===== src/rtl/stbs_pkg.sv =====
// Shared constants and controller/datapath types for the sorted table search block.
package stbs_pkg;

  localparam int TABLE_DEPTH_DEF = 1024;
  localparam int KEY_BITS_DEF    = 32;

  localparam int POS_BITS       = 11;
  localparam int LEN_BITS       = 11;
  localparam int KEY_VALUE_BITS = 32;
  localparam int SRCH_BITS      = POS_BITS + 1;

  localparam int APB_ADDR_BITS = 3;
  localparam int APB_DATA_BITS = 32;

  localparam logic [APB_ADDR_BITS-1:0] REG_TABLE_LENGTH = 3'h0;

  localparam logic REQ_LOAD   = 1'b0;
  localparam logic REQ_SEARCH = 1'b1;

  typedef struct packed {
    logic write_key;
    logic start;
    logic probe;
    logic step;
    logic result_load;
  } stbs_cmd_t;

  typedef struct packed {
    logic in_range;
    logic equal;
  } stbs_status_t;

endpackage


===== src/rtl/stbs_apb_regs.sv =====
// APB configuration register: table_length.
module stbs_apb_regs (
  input  logic                               clk_i,
  input  logic                               rst_ni,
  input  logic                               psel,
  input  logic                               penable,
  input  logic                               pwrite,
  input  logic [stbs_pkg::APB_ADDR_BITS-1:0] paddr,
  input  logic [stbs_pkg::APB_DATA_BITS-1:0] pwdata,
  output logic [stbs_pkg::APB_DATA_BITS-1:0] prdata,
  output logic                               pready,
  output logic [stbs_pkg::LEN_BITS-1:0]      table_length_o
);
  import stbs_pkg::*;

  logic [LEN_BITS-1:0] len_q, len_d;
  logic                wr_en;

  assign wr_en  = psel && penable && pwrite && (paddr == REG_TABLE_LENGTH);
  assign len_d  = wr_en ? pwdata[LEN_BITS-1:0] : len_q;
  assign pready = 1'b1;
  assign prdata = (paddr == REG_TABLE_LENGTH) ? APB_DATA_BITS'(len_q) : '0;
  assign table_length_o = len_q;

  always_ff @(posedge clk_i or negedge rst_ni) begin
    if (!rst_ni) begin
      len_q <= '0;
    end else begin
      len_q <= len_d;
    end
  end
endmodule


===== config.mk =====
export PLATFORM = sky130hd
export DESIGN_NAME = stbs_apb_regs
export DESIGN_NICKNAME = d
export VERILOG_FILES = /design/src/rtl/stbs_pkg.sv /design/src/rtl/stbs_apb_regs.sv
export SDC_FILE = /design/constraint.sdc
export NUM_CORES = 1
export LEC_CHECK = 0
export BUFFER_PORTS_ARGS = -buffer_cell sky130_fd_sc_hd__buf_4
export CORE_MARGIN = 10
export CORE_UTILIZATION = 33
export DETAILED_ROUTE_END_ITERATION = 12
export GPL_ROUTABILITY_DRIVEN = 0
export PLACE_DENSITY = 0.8
export SLEW_MARGIN = 20
export SYNTH_ARGS = -nofsm -noshare
export SYNTH_HDL_FRONTEND = slang
export SYNTH_SLANG_ARGS = --single-unit

===== constraint.sdc =====
create_clock -name clk_i -period 1.1 [get_ports clk_i]
set_clock_uncertainty 0.15 [all_clocks]
set_input_delay 0.22 -clock clk_i [delete_from_list [all_inputs] [get_ports clk_i]]
set_output_delay 0.22 -clock clk_i [all_outputs]
set_load 0.02 [all_outputs]

==> results of run 1 <==
worst paths after layout:
path	endpoint	slack, ps	depth (start not counted)
min	table_length_o[7]	30	2
min in group asynchronous	table_length_o[6]	200	2
min reg2reg	table_length_o[10]	420	1
max	prdata[9]	-210	5
max reg2reg	table_length_o[8]	-50	3
max in group asynchronous	table_length_o[4]	450	2
power by group through the flow:
stage / sequential [µW] / clock (µW) / combinational, µW
4_1_cts: 537 / 287 / 811
5_1_grt: 553 / 305 / 890
3_5_place_dp: 540 / 0 / 596
2_1_floorplan: 639 / 0 / 275
6_report: 543 / 270 / 845
3_3_place_gp: 538 / 0 / 589
placed cells by master, fill, tap and decap left out:
master	netlist	routed
buf_6	0	35
and4_4	1	1
clkbuf_4	0	3
clkbuf_1	1	1
and2_4	0	10
and2_2	1	1
dlygate4sd3_1	0	1
mux2_4	10	11
dfrtp_1	11	11
buf_4	22	21
nor3_4	0	1
conb_1	2	22
buf_12	1	1
critical path, delay by kind of cell:
family / cells / cell delay [ps]
buf+inv: 3 / 370
simple gates: 2 / 350
cell usage after synthesis, drive strengths merged:
master	n
and2	11
clkbuf	1
mux2	11
dfrtp	11
nor3	1
and4	1
buf	23
conb	2
stage by stage:
stage / setup WS [ps] / cells / hold slack (ps)
2_1_floorplan: -238 / 81 / -226
3_3_place_gp: -368 / 131 / -91.1
3_5_place_dp: -400 / 131 / -85.3
4_1_cts: -225 / 144 / 16.7
5_1_grt: -261 / 146 / 10.7
6_report: -215 / 146 / 30.0
cell families (layout without fill, tap and decap cells):
logic type             after synthesis  count (layout)  share of synthesized area (%)
and+or+nand+nor                     13              13                           12.6
muxes                               11              11                           22.3
buffers and inverters               24              62                           26.1
other                                2              22                           1.04
DFF                                 11              11                           38.0
timing repair:
item,in CTS,in global routing
endpoints found under the setup margin,33,33
setup buffers,8,2
gates cloned,0,0
hold buffers,1,0
gates resized for setup,42,4
hold endpoints to repair,11,0
pin swaps,2,1
metal layers:
| metal | part of all wire (%) | wire length [µm] |
|---|---|---|
| met1 | 32 | 697 |
| met2 | 55 | 1190 |
| met3 | 12 | 268 |
| met4 | 0 | 0 |
| met5 | 0 | 0 |
final cells by class:
| cell class | instances | area share [%] |
|---|---|---|
| well taps | 27 | 2.62 |
| clock buffers | 4 | 2.04 |
| multi-input cells | 46 | 28.8 |
| repair buffers | 58 | 45.2 |
| flip-flops and latches | 11 | 21.4 |
==> qor.yml, run 1 <==
nNetsFinal: 160
setup_slack_ps: -215
power_uw: 1660
fmax_mhz: 761
power_frac_seq_pct: 32.7
maxCapViolCount: 0
path_max_fanout: 11
synth_largest_area_cell: "dfrtp_1"
floorplan.die_area_um2: 4470
post-dp-hpwl_mm: 1.63
violations: "setup timing"
min_path_type: "in -> reg"
largest_reg_flops: 11
setup_viol: 32
p_per_area_nw_per_um2: 1290
post-route-period-util_pct: 120
crit_start: "paddr[1]"
antenna_found_initial: 0
rsz0062_at_grt: "yes"
path_clk_slew_ps: 70
final_util_pct: 63.7
wl_mm: 2.16
final_cell_area_um2: 1290
arrival_ps: 940
slowest_delay_ps: 190
clock_latency_ps: 260
num_vias: 576
clockRootBuffer: "clkbuf_4"
clock_path_buffers: 2
drv_slew: 0
r2r-start: "table_length_o[8]"
ir_drop_mv: 0.748
drive_gt1_share_pct: 70.6
holdCritStartpoint: "pwdata[7]"
yosys_warnings: 0
fin_crit_ps: 1310
synthToLayoutAreaGrowth_pct: 77.7
cp-end-kind: "output port"
overflow: 0
diodes: 0
synth-seq-cells: 11
grt_pass1_wl_mm: 3.14
top_usage_layer: "met2"
grt_pass1_vias: 644
cts.sinks: 11
syn_area_per_cell_um2: 11.9
fillers: 167
p_sw_uw: 534
grt_use_met2_pct: 18.1
finalSetupTns_ps: -5160
register_area_um2: 275
core_area_um2: 2020
cts.htree.levels: 1
grtUsageMet3_pct: 6.19
combPwrFrac_pct: 51.0
grt_start_max_net_pins: 12
drtPass1Iterations: 2
synthTopCellsByArea: "dfrtp_1, buf_4, mux2_4, and2_1, buf_12"
synthCells: 61
drc: 0
viasPerCell: 3.95
start_util_pct: 35.8
p_int_uw: 1120
required_ps: 730
num_io_pins: 84
multiInputGateArea_um2: 370
status: "complete, but fails checks"
worstSetupStartpointType: "primary input"
crit_path_cell_trace: "buf_6 > nor3_4 > buf_6 > and2_2 > buf_6"
placedInstanceArea_um2: 1030
wl_per_cell_um: 14.8
crit_top_cell: "buf_6"
die_w_um: 66.9
hold_viol_final: 0
final_antenna_net_count: 0
p_leak_uw: 0.000684
gr-usage-met1_pct: 7.50
portBuffers: 40
initialDrtViolationCount: 14
synth_top_area_share_pct: 38.0
chipHeight_um: 66.9
clkPwrFrac_pct: 16.3
track_usage_pct: 9.27
crit_type: "in -> out"
cts_tree: "built"
synth_area_um2: 724
ys_types: 11
yosysSeqAreaShare_pct: 38.0
row_count: 16
crit_slowest_cell: "nor3_4"
numCtsBuffers: 3
swShare_pct: 32.2
Note: power is estimated with default switching activity, not from simulation.
==> run 2: changes to the inputs <==
--- a/config.mk
+++ b/config.mk
@@ -6,12 +6,14 @@
 export NUM_CORES = 1
 export LEC_CHECK = 0
 export BUFFER_PORTS_ARGS = -buffer_cell sky130_fd_sc_hd__buf_4
+export CAP_MARGIN = 40
 export CORE_MARGIN = 10
-export CORE_UTILIZATION = 33
+export CORE_UTILIZATION = 34
+export CTS_BUF_LIST = sky130_fd_sc_hd__clkbuf_8
 export DETAILED_ROUTE_END_ITERATION = 12
 export GPL_ROUTABILITY_DRIVEN = 0
-export PLACE_DENSITY = 0.8
-export SLEW_MARGIN = 20
+export PLACE_DENSITY = 0.82
+export SLEW_MARGIN = 30
 export SYNTH_ARGS = -nofsm -noshare
 export SYNTH_HDL_FRONTEND = slang
 export SYNTH_SLANG_ARGS = --single-unit
==> run 2 against run 1 <==
The run still ends with setup timing left. Core utilization increased by 0.51 points. Highest routed layer unchanged. Combinational power decreased by 4.4%. Largest cell class unchanged. Count of clock-buffer cells in the layout decreased by 1.
==> qor.yml, run 2 (same netlist as run 1, synthesis figures left out) <==
maxCapViolCount: 0
nNetsFinal: 158
wl_mm: 2.14
die_w_um: 66.2
post-dp-hpwl_mm: 1.63
r2r_end: "table_length_o[0]"
r2r_cells: 3
antenna_found_initial: 0
chipHeight_um: 66.2
portBuffers: 40
row_count: 16
rrSetupSlack_ps: -50
final_cell_area_um2: 1280
whs_endpoint: "table_length_o[7]"
diodes: 0
clockRootBuffer: "clkbuf_8"
viasPerCell: 3.89
fmax_mhz: 759
worstSetupStartpointType: "flip-flop"
cp-end-kind: "output port"
fin_crit_ps: 1320
hold_depth: 2
grt_pass1_vias: 638
largest_reg_flops: 11
clock_latency_ps: 230
drive_gt1_share_pct: 70.1
crit_start: "table_length_o[4]"
cts.sinks: 11
path_buf_inv: 1
synthToLayoutAreaGrowth_pct: 77.4
start_util_pct: 36.2
placedInstanceArea_um2: 1030
rsz0062_at_grt: "yes"
hold_viol_final: 0
setup_slack_ps: -218
slowest_delay_ps: 400
arrival_ps: 950
crit_family: "flip-flops"
initialDrtViolationCount: 12
finalSetupTns_ps: -5140
crit_slowest_cell: "dfrtp_1"
status: "complete, but fails checks"
drv_slew: 0
crit_path_cell_trace: "and2_2 > buf_6"
drtPass1Iterations: 4
p_per_area_nw_per_um2: 1350
num_vias: 560
layout_common_cells: "buf_6, conb_1, buf_4, mux2_4, dfrtp_1"
wl_per_cell_um: 14.9
path_max_fanout: 3
core_area_um2: 2000
setup_viol: 33
ir_drop_mv: 0.875
cts.htree.levels: 1
overflow: 0
cts_tree: "built"
r2r-start: "table_length_o[0]"
violations: "setup timing"
p_leak_uw: 0.000681
clock_path_buffers: 2
track_usage_pct: 9.29
required_ps: 730
final_antenna_net_count: 0
min_path_type: "in -> reg"
floorplan.die_area_um2: 4380
numCtsBuffers: 3
num_io_pins: 84
grt_start_max_net_pins: 12
crit_type: "reg -> out"
drc: 0
final_util_pct: 64.2
holdCritStartpoint: "pwdata[7]"
grt_pass1_wl_mm: 3.19
post-route-period-util_pct: 120
path_clk_slew_ps: 50
final_common_cell: "buf_6"
==> run 2: cell types whose count changed in the layout (fill, tap and decap cells not counted) <==
cell | previous run | this run
buf_12 | 1 | 2
buf_4 | 21 | 20
inv_1 | 0 | 1
clkbuf_1 | 1 | 0
and2_4 | 10 | 1
clkbuf_8 | 0 | 3
buf_6 | 35 | 33
clkbuf_4 | 3 | 0
and2_2 | 1 | 10
==> run 2: cell type report <==
cell class	instances	area (µm²)
clock buffer	3	41.3
clock inverter	1	3.75
fill	149	717
multi-input combinational	46	359
sequential	11	275
tap	27	33.8
timing repair buffer	56	572
==> run 2: repair_timing <==
action	in CTS	in global routing
gates resized for setup	29	6
pin swaps	1	0
setup endpoints to repair	33	33
gates cloned	0	0
buffers inserted	4	5
hold buffers	1	0
endpoints found under the hold margin	11	0
==> run 2: how the worst max path moves through the flow <==
stage	to	depth (start not counted)
floorplan	table_length_o[0]	4
global placement	table_length_o[2]	5
detailed placement	table_length_o[0]	5
CTS	prdata[5]	5
global route	prdata[7]	5
finish	prdata[4]	2
==> run 2: through the flow <==
step	hold slack (ps)	total power [µW]	cells	setup WS, ps
after floorplan	-226	913	81	-238
after global placement	-91.7	1120	130	-381
after detailed placement	-85.2	1130	130	-404
after CTS	60.0	1680	139	-218
after global routing	62.6	1840	144	-250
final	65.6	1740	144	-218
==> run 2: power by group <==
| part | total (µW) | switching (µW) | internal, µW |
|---|---|---|---|
| logic | 808 | 336 | 472 |
| registers | 547 | 61.7 | 485 |
| clock network | 386 | 142 | 244 |
| total | 1740 | 540 | 1200 |
==> run 2: routing by layer <==
metal / wire, µm / track usage, %
met1: 748 / 9.14
met2: 1150 / 16.5
met3: 247 / 4.58
met4: 0 / 3.14
met5: 0 / 0
