<file path="src/rtl/stbs_pkg.sv">
// Shared constants and controller/datapath types for the sorted table search block.
package stbs_pkg;

  localparam int TABLE_DEPTH_DEF = 1024;
  localparam int KEY_BITS_DEF    = 32;

  localparam int POS_BITS       = 11;
  localparam int LEN_BITS       = 11;
  localparam int KEY_VALUE_BITS = 32;
  localparam int SRCH_BITS      = POS_BITS + 1;

  localparam int APB_ADDR_BITS = 3;
  localparam int APB_DATA_BITS = 32;

  localparam logic [APB_ADDR_BITS-1:0] REG_TABLE_LENGTH = 3'h0;

  localparam logic REQ_LOAD   = 1'b0;
  localparam logic REQ_SEARCH = 1'b1;

  typedef struct packed {
    logic write_key;
    logic start;
    logic probe;
    logic step;
    logic result_load;
  } stbs_cmd_t;

  typedef struct packed {
    logic in_range;
    logic equal;
  } stbs_status_t;

endpackage

</file>
<file path="src/rtl/stbs_ctrl.sv">
// Search controller: request acceptance, probe sequencing and response valid.
module stbs_ctrl (
  input  logic                   clk_i,
  input  logic                   rst_ni,
  input  logic                   req_valid_i,
  input  logic                   req_type_i,
  output logic                   req_ready_o,
  output logic                   rsp_valid_o,
  input  logic                   rsp_ready_i,
  output stbs_pkg::stbs_cmd_t    cmd_o,
  input  stbs_pkg::stbs_status_t status_i
);
  import stbs_pkg::*;

  typedef enum logic [3:0] {
    ST_IDLE  = 4'b0001,
    ST_PROBE = 4'b0010,
    ST_CHECK = 4'b0100,
    ST_DONE  = 4'b1000
  } state_e;

  state_e state_q, state_d;
  logic   rsp_valid_q, rsp_valid_d;
  logic   rsp_free;

  assign rsp_free    = !rsp_valid_q || rsp_ready_i;
  assign req_ready_o = (state_q == ST_IDLE);
  assign rsp_valid_o = rsp_valid_q;

  always_comb begin
    state_d = state_q;
    cmd_o   = '0;
    rsp_valid_d = rsp_valid_q && !rsp_ready_i;
    case (state_q)
      ST_IDLE: begin
        if (req_valid_i) begin
          if (req_type_i == REQ_SEARCH) begin
            cmd_o.start = 1'b1;
            state_d     = ST_PROBE;
          end else begin
            cmd_o.write_key = 1'b1;
          end
        end
      end
      ST_PROBE: begin
        if (status_i.in_range) begin
          cmd_o.probe = 1'b1;
          state_d     = ST_CHECK;
        end else begin
          state_d = ST_DONE;
        end
      end
      ST_CHECK: begin
        cmd_o.step = 1'b1;
        state_d    = status_i.equal ? ST_DONE : ST_PROBE;
      end
      ST_DONE: begin
        if (rsp_free) begin
          cmd_o.result_load = 1'b1;
          rsp_valid_d       = 1'b1;
          state_d           = ST_IDLE;
        end
      end
      default: begin
        state_d = ST_IDLE;
      end
    endcase
  end

  always_ff @(posedge clk_i or negedge rst_ni) begin
    if (!rst_ni) begin
      state_q     <= ST_IDLE;
      rsp_valid_q <= 1'b0;
    end else begin
      state_q     <= state_d;
      rsp_valid_q <= rsp_valid_d;
    end
  end
endmodule

</file>
<file path="config.mk">
export PLATFORM = sky130hd
export DESIGN_NAME = stbs_ctrl
export DESIGN_NICKNAME = d
export VERILOG_FILES = /design/src/rtl/stbs_pkg.sv /design/src/rtl/stbs_ctrl.sv
export SDC_FILE = /design/constraint.sdc
export NUM_CORES = 1
export LEC_CHECK = 0
export ABC_CLOCK_PERIOD_IN_PS = 2400
export BUFFER_PORTS_ARGS = -buffer_cell sky130_fd_sc_hd__buf_2
export CORE_AREA = 4 4 41 43
export DETAILED_ROUTE_END_ITERATION = 7
export DIE_AREA = 0 0 45 47
export GPL_ROUTABILITY_DRIVEN = 0
export PLACE_DENSITY = 0.44
export SYNTH_ARGS = -nofsm -noshare
export SYNTH_HDL_FRONTEND = slang
export SYNTH_SLANG_ARGS = --single-unit
</file>
<file path="constraint.sdc">
create_clock -name clk_i -period 2.4 [get_ports clk_i]
set_input_delay 0.12 -clock clk_i [delete_from_list [all_inputs] [get_ports clk_i]]
set_output_delay 0.12 -clock clk_i [all_outputs]
set_load 0.02 [all_outputs]
</file>
==> results.toml, run 1 <==
[drt]
drc = 0
drtAntennaViolNets = 0
routed_wirelength_um = 671
routed-via-count = 286
drt_first_iter_violations = 6
vias_per_cell = 4.47
drt-wirelength-per-cell_um = 10.5
dr.pass1.iters = 4

[sta]
max_freq_ghz = 0.598
setup_tns_ps = 0
skew_ps = 7.30
holdWs_ps = 147
fin_crit_ps = 1670
hold_violations = 0
worstMarginPinSlew_ps = 290
period_share = 0.697
slew_violations = 0
setup_violations = 0
setup_ws_ps = 728
slew_headroom = 0.804
rsz0062_at_grt = "false"

[clock_network]
cts_tree = "built"
clock_latency_ps = 240
clockRootBuffer = "clkbuf_4"
cts_inserted_buffers = 3
clock_sinks = 5
htreeDepth = 1
cts_buffer_depth = 2
cts.clk_slew.worst_paths_ps = 50
cts_setup_buffers = 0

[synth]
yosys.area_share.adder = 0
synthMuxAreaShare = 0
synth-compound-area-share = 0.0871
netlist_area_um2 = 302
syn-num-nets = 39
yosys.area_share.simple = 0.402
synthFlopType = "dfrtp_1"
yosysTopAreaCell = "dfrtp_1"
ys_types = 22
synthDominantCellAreaShare = 0.332
avgSynthCellArea_um2 = 9.42
synth_edf_count = 0
synthCells = 32
synthArstFlopShare = 1.00
yosys-top-cells-area = "dfrtp_1, dfstp_2, nor4b_1"
synth_xor_area_frac = 0.0290
synth_seq_cells = 5
synth_top_family_by_area = "simple AND/OR/NAND/NOR gates"
synth_seq_area_share = 0.419
synth_warnings = 0

[finish]
num_antenna_cells = 0
final_common_cell = "buf_2"
layout_common_cells = "buf_2, dfrtp_1, nor2_1, nand2_1, clkbuf_4"
stdcell_count = 64
fin_nets = 57
final_area_um2 = 410
drive_gt1_frac = 0.429
finalCoreUtilization = 0.315
synthToLayoutAreaGrowth_pct = 36.1

[placement]
place_area_um2 = 374
place_inst = 59
post-dp-hpwl_um = 534
io_buffers = 13
post-place-ws_ps = 967

[power_and_ir_drop]
power_frac_comb = 0.166
p_int_mw = 0.170
p_total_mw = 0.231
ir_drop_uv = 306
p_switching_mw = 0.0615
p_clk_frac = 0.415
power_density_nw_per_um2 = 563
p_leak_nw = 0.218
p_seq_frac = 0.419
power.share.switching = 0.266

[worst_setup_path]
worst-endpoint-arrival_ps = 1550
r2r_start = "state_q[0]$_DFFE_PN1P_"
path_max_fanout = 7
crit_path_end_kind = "output pin"
worstPathRequired_ps = 2280
start_kind = "flip-flop"
worstSetupPathType = "flip-flop to output pin"
crit_path_start = "state_q[3]$_DFFE_PN0P_"

[worst_hold_path]
hp-start = "status_i[1]"
hp-class = "input pin to flip-flop"

[die]
coreArea_um2 = 1300
start_util = 0.232
fp.dieArea_um2 = 2120
die_w_um = 45
dieHeight_um = 47
ios = 14
rows = 13

[global_routing]
antenna_found_initial = 0
grt_overflow = 0
grt_max_degree = 9
grt_pass1_wl_um = 1100
grt_pass1_vias = 284
grt_usage = 0.0778

[flow_run]
drv_cap = 0

[outcome]
outcome = "complete, no violations"
==> timing repair <==
action | 4_1_cts | 5_1_grt
hold buffers | 1 | 0
resized for setup | 0 | 0
hold endpoints to repair | 5 | 0
==> synth_stat cells (2+ instances only) <==
library cell / instances
dfrtp_1: 4
nand2_1: 3
nor2_1: 3
nor2b_1: 2
nor4_1: 2
nor4b_1: 2
==> state kept, by name, summed over array words and instances (netlist names) <==
| name | flops |
|---|---|
| rsp_valid_o | 1 |
| state_q | 4 |
==> path summary, 6_finish.rpt <==
kind	endpoint	cells after the start	slack, ps
setup / recovery	cmd_o[0]	4	730
max in group asynchronous	state_q[0]$_DFFE_PN1P_	2	1960
setup reg to reg	state_q[1]$_DFFE_PN0P_	3	1130
min in group asynchronous	state_q[2]$_DFFE_PN0P_	2	220
hold / removal	state_q[2]$_DFFE_PN0P_	3	150
hold reg to reg	rsp_valid_o$_DFF_PN0_	2	520
==> cell type report <==
class	count	area (µm²)
multi-input cells	24	156
well taps	15	18.8
repair buffers	14	75.1
fillers	164	891
clock buffers	4	26.3
flip-flops and latches	5	126
inverters	2	7.51
==> worst max-delay path, cell delays in order, from the launching register on <==
cell and delay (ps):
dfrtp_1 460, inv_2 70, or4_4 540, nor2_2 80, buf_2 160
==> metal layers <==
metal / track usage / wire length, µm / vias to the layer above
met5: 0 / 0 / -
li1: - / - / 149
met2: 0.119 / 329 / 11
met4: 0.0351 / 0 / 0
met3: 0.0575 / 44 / 0
met1: 0.0808 / 297 / 126
==> power by group through the flow <==
stage                     registers, mW  clock network, mW  logic, mW
final                            0.0969             0.0960     0.0383
after global routing             0.0981              0.109     0.0432
after CTS                        0.0968              0.102     0.0395
after detailed placement         0.0979                  0     0.0380
after global placement           0.0982                  0     0.0382
after floorplan                  0.0962                  0     0.0239
==> kinds of logic after synthesis <==
logic type	after synthesis
simple gates	19
compound gates	4
flops	5
buf+inv	3
xor+xnor	1
Note: power is estimated with default switching activity, not from simulation.
==> run 2: changes to the inputs <==
- ABC_AREA: default -> 1
- ABC_CLOCK_PERIOD_IN_PS: 2400 -> 1700
- PLACE_DENSITY: 0.44 -> 0.43
- clock period: 2.4 -> 1.7 ns (I/O delays scaled with it)
==> results.toml, run 2 <==
[outcome]
outcome = "complete, no violations"

[clock_network]
clockRootBuffer = "clkbuf_4"
cts_setup_buffers = 0
cts_inserted_buffers = 3
cts_buffer_depth = 2
clock_latency_ps = 240
htreeDepth = 1
clock_sinks = 5
cts.clk_slew.worst_paths_ps = 40
cts_tree = "built"
cts_resized = 0

[synth]
avgSynthCellArea_um2 = 7.41
synthArstFlopShare = 1.00
netlist_area_um2 = 297
synth_seq_area_share = 0.426
yosys-top-cells-area = "dfrtp_1, dfstp_2, inv_1"
syn-num-nets = 47
synth_common_cells = "inv_1, nor2_1, nand2_1, dfrtp_1, nor2_2"
synth_warnings = 0
synth_seq_cells = 5
synthCells = 40
synthDominantCellAreaShare = 0.338
synth_edf_count = 0
yosysTopAreaCell = "dfrtp_1"
ys_types = 14
synthFlopType = "dfrtp_1"

[sta]
skew_ps = 1.49
setup_tns_ps = 0
period_share = 0.817
slew_violations = 0
slew_headroom = 0.886
max_freq_ghz = 0.720
worstMarginPinSlew_ps = 171
fin_crit_ps = 1390
rsz0062_at_grt = "false"
setup_violations = 0
holdWs_ps = 83.1
hold_violations = 0

[worst_setup_path]
reg2reg_depth = 5
worst-endpoint-arrival_ps = 1300
r2r_start = "state_q[0]$_DFFE_PN1P_"
crit_path_start = "state_q[3]$_DFFE_PN0P_"
worstPathRequired_ps = 1620
path_max_fanout = 4
r2r_end = "state_q[3]$_DFFE_PN0P_"
start_kind = "flip-flop"
r2r_slack_ps = 660
crit_path_end_kind = "output pin"
worstSetupPathType = "flip-flop to output pin"
cp-endpoint = "cmd_o[4]"

[drt]
drt-wirelength-per-cell_um = 8.60
routed_wirelength_um = 628
drtAntennaViolNets = 0
routed-via-count = 288
drt_first_iter_violations = 0
vias_per_cell = 3.95
drc = 0
dr.pass1.iters = 1

[power_and_ir_drop]
power_density_nw_per_um2 = 1450
p_leak_nw = 0.249
ir_drop_uv = 564
p_total_mw = 0.606

[global_routing]
grt_max_degree = 6
antenna_found_initial = 0
grt_pass1_vias = 258
grt_overflow = 0
grt_pass1_wl_um = 1010
grt_usage = 0.0722

[finish]
num_antenna_cells = 0
final_common_cell = "buf_2"
fin_nets = 66
max_flop_register = "state_q"
largest_reg_flops = 4
layout_common_cells = "buf_2, inv_1, nor2_1"
synthToLayoutAreaGrowth_pct = 40.5
drive_gt1_frac = 0.466
n_fill_cell = 154

[placement]
io_buffers = 13
post-dp-hpwl_um = 529

[die]
die_w_um = 45
dieHeight_um = 47
start_util = 0.228
ios = 14
fp.dieArea_um2 = 2120
coreArea_um2 = 1300
rows = 13

[worst_hold_path]
hp-class = "input pin to flip-flop"

[flow_run]
drv_cap = 0
==> run 2: worst min path at each step <==
stage | start | endpoint | slack, ps | cells after the start
after floorplan | rst_ni | rsp_valid_o$_DFF_PN0_ | -210 | 0
after global placement | rst_ni | rsp_valid_o$_DFF_PN0_ | -100 | 1
after detailed placement | rst_ni | rsp_valid_o$_DFF_PN0_ | -100 | 1
after CTS | status_i[1] | state_q[3]$_DFFE_PN0P_ | 70 | 2
after global routing | status_i[1] | state_q[3]$_DFFE_PN0P_ | 90 | 2
final | status_i[1] | state_q[3]$_DFFE_PN0P_ | 80 | 2
==> run 2: kinds of logic after synthesis <==
family / after synthesis / share of synthesized area
AO/OA/AOI/OAI: 3 / 0.0717
buffers and inverters: 9 / 0.114
flip-flops: 5 / 0.426
AND/OR/NAND/NOR: 23 / 0.388
==> run 2: area by class of cell <==
cell class / count / area, µm² / share of cell area
Timing Repair Buffer: 14 / 75.1 / 0.180
Inverter: 9 / 33.8 / 0.0811
Tap cell: 15 / 18.8 / 0.0450
Sequential cell: 5 / 126 / 0.303
Multi-Input combinational cell: 26 / 136 / 0.327
Clock buffer: 4 / 26.3 / 0.0631
==> run 2: critical path, cell delays in order, from the launching register on <==
cell     delay [ps]
dfrtp_1         410
nor2_2          170
nand3_2         130
inv_2            90
nand2_2          50
nor2_2           60
buf_2           160
==> run 2: what timing repair did <==
action | in CTS | in global routing
setup endpoints to repair | 0 | 0
hold buffers | 1 | 0
hold endpoints to repair | 5 | 0
==> run 2: layer usage <==
metal | vias to the layer above | routed length, µm | track usage
met5 | - | 0 | 0
met3 | 0 | 30 | 0.0345
met4 | 0 | 0 | 0.0702
met1 | 123 | 292 | 0.0922
li1 | 160 | - | -
met2 | 5 | 305 | 0.0847
==> run 2: through the flow <==
| stage | util | instances | area (µm²) | setup slack (ps) |
|---|---|---|---|---|
| after floorplan | - | 40 | 297 | 576 |
| after global placement | 0.292 | 68 | 380 | 562 |
| after detailed placement | 0.292 | 68 | 380 | 559 |
| after CTS | 0.320 | 73 | 417 | 298 |
| after global routing | 0.320 | 73 | 417 | 190 |
| final | 0.320 | 73 | 417 | 312 |
==> run 2: power by group <==
part | internal (mW) | total [mW] | switching, mW
combinational | 0.101 | 0.283 | 0.181
sequential | 0.161 | 0.191 | 0.0293
clock | 0.0885 | 0.133 | 0.0445
total | 0.351 | 0.606 | 0.255
==> run 3: changes to the inputs <==
- ABC_CLOCK_PERIOD_IN_PS: 1700 -> 1300
- clock period: 1.7 -> 1.3 ns (I/O delays scaled with it)
==> results.toml, run 3 (synthesized netlist as in run 2, its figures left out) <==
[outcome]
outcome = "complete, no violations"

[finish]
final_common_cell = "buf_2"
layout_common_cells = "buf_2, inv_1, nor2_1"
drive_gt1_frac = 0.548
fin_nets = 70
num_antenna_cells = 0
largest_reg_flops = 4
stdcell_count = 77
max_flop_register = "state_q"
synthToLayoutAreaGrowth_pct = 62.4

[global_routing]
grt_max_degree = 6
use_met3 = 0.0690
grt_overflow = 0
grt_usage = 0.0849
antenna_found_initial = 0
busiest_layer = "met2"
grt_pass1_vias = 295
grt_use_met1 = 0.0876
met2_usage = 0.119
grt_pass1_wl_um = 1160

[sta]
max_freq_ghz = 0.781
slew_violations = 0
fin_crit_ps = 1280
period_share = 0.985
worstMarginPinSlew_ps = 179
rsz0062_at_grt = "true"
skew_ps = 1.17
setup_ws_ps = 19.4
hold_violations = 0
slew_headroom = 0.880
setup_violations = 0

[drt]
drt-wirelength-per-cell_um = 9.21
drc = 0
dr.pass1.iters = 2
vias_per_cell = 4.13
drt_first_iter_violations = 3
routed_wirelength_um = 709
drtAntennaViolNets = 0
routed-via-count = 318

[power_and_ir_drop]
p_leak_nw = 0.271
p_total_mw = 0.884
ir_drop_uv = 684
power_density_nw_per_um2 = 1830

[worst_setup_path]
cp_slowest_stage_delay_ps = 560
reg2reg_depth = 8
worst-endpoint-arrival_ps = 1220
path_max_fanout = 4
crit_path_end_kind = "output pin"
worstSetupPathType = "flip-flop to output pin"
worstPathRequired_ps = 1240
r2r_start = "state_q[2]$_DFFE_PN0P_"
critical-path-top-delay-family = "flip-flops"
path_buf_inv = 2
crit_path_start = "state_q[0]$_DFFE_PN1P_"
path_cells = "nand3_2 -> inv_2 -> nand2_2 -> nor2_2 -> buf_6"
r2r_end = "state_q[3]$_DFFE_PN0P_"
cp.depth = 5
cp-endpoint = "cmd_o[4]"
crit_slowest_cell = "dfstp_2"
r2r_slack_ps = 150
start_kind = "flip-flop"

[clock_network]
cts_buffer_depth = 2
clock_sinks = 5
clock_latency_ps = 240
cts.clk_slew.worst_paths_ps = 40
cts_tree = "built"
cts_inserted_buffers = 3
clockRootBuffer = "clkbuf_4"
htreeDepth = 1

[die]
rows = 13
coreArea_um2 = 1300
dieHeight_um = 47
ios = 14
die_w_um = 45
start_util = 0.228
fp.dieArea_um2 = 2120

[placement]
io_buffers = 13
post-dp-hpwl_um = 543
place_inst = 68
post-place-ws_ps = 173

[flow_run]
drv_cap = 0

[worst_hold_path]
hp-class = "input pin to flip-flop"
==> run 3: changes by cell type in the layout (fill, tap and decap cells not counted), sizes merged <==
cell,delta
buf,+4
==> run 3: report_power, final <==
group          leakage, nW  total, mW  switching [mW]  internal (mW)
Combinational        0.191      0.455           0.266          0.189
Sequential          0.0647      0.250          0.0397          0.211
Clock               0.0150      0.178          0.0621          0.116
Total                0.271      0.884           0.368          0.516
==> run 3: per-layer routing <==
| metal | vias up | share of wire |
|---|---|---|
| met5 | - | 0 |
| met4 | 0 | 0.013 |
| met3 | 2 | 0.075 |
| met2 | 8 | 0.52 |
| met1 | 141 | 0.39 |
| li1 | 167 | - |
==> run 3: worst min path at each step <==
stage | depth (start not counted) | endpoint | slack [ps] | startpoint
6_report | 2 | state_q[3]$_DFFE_PN0P_ | 50 | status_i[1]
5_1_grt | 2 | state_q[3]$_DFFE_PN0P_ | 50 | status_i[1]
4_1_cts | 2 | state_q[3]$_DFFE_PN0P_ | 50 | status_i[1]
3_5_place_dp | 1 | state_q[2]$_DFFE_PN0P_ | -110 | rst_ni
3_3_place_gp | 1 | state_q[2]$_DFFE_PN0P_ | -110 | rst_ni
2_1_floorplan | 0 | rsp_valid_o$_DFF_PN0_ | -230 | rst_ni
==> run 3: cell type report <==
class | instances | area [µm²]
clock buffers | 4 | 26.3
fillers | 153 | 820
inverters | 9 | 36.3
multi-input cells | 26 | 154
flip-flops and latches | 5 | 126
well taps | 15 | 18.8
repair buffers | 18 | 120
==> run 3: worst reg2reg max path: cells and delay by family, from the launching register on <==
family	cells	cell delay, ps
simple gates	3	160
buf+inv	4	380
flops	1	400
compound gates	1	70
==> run 3: through the flow <==
stage	util	hold WS [ps]	cell area (µm²)	TNS, ps
final	0.370	51.8	482	0
after global routing	0.370	53.6	482	-148
after CTS	0.339	47.3	442	-12.7
after detailed placement	0.292	-112	380	0
after global placement	0.292	-113	380	0
after floorplan	-	-231	297	0
==> run 3: repair_timing <==
action | 4_1_cts | 5_1_grt
endpoints found under the hold margin | 5 | 0
buffers inserted | 3 | 1
hold buffers | 1 | 0
endpoints found under the setup margin | 3 | 6
resized for setup | 1 | 10
pin swaps | 2 | 2
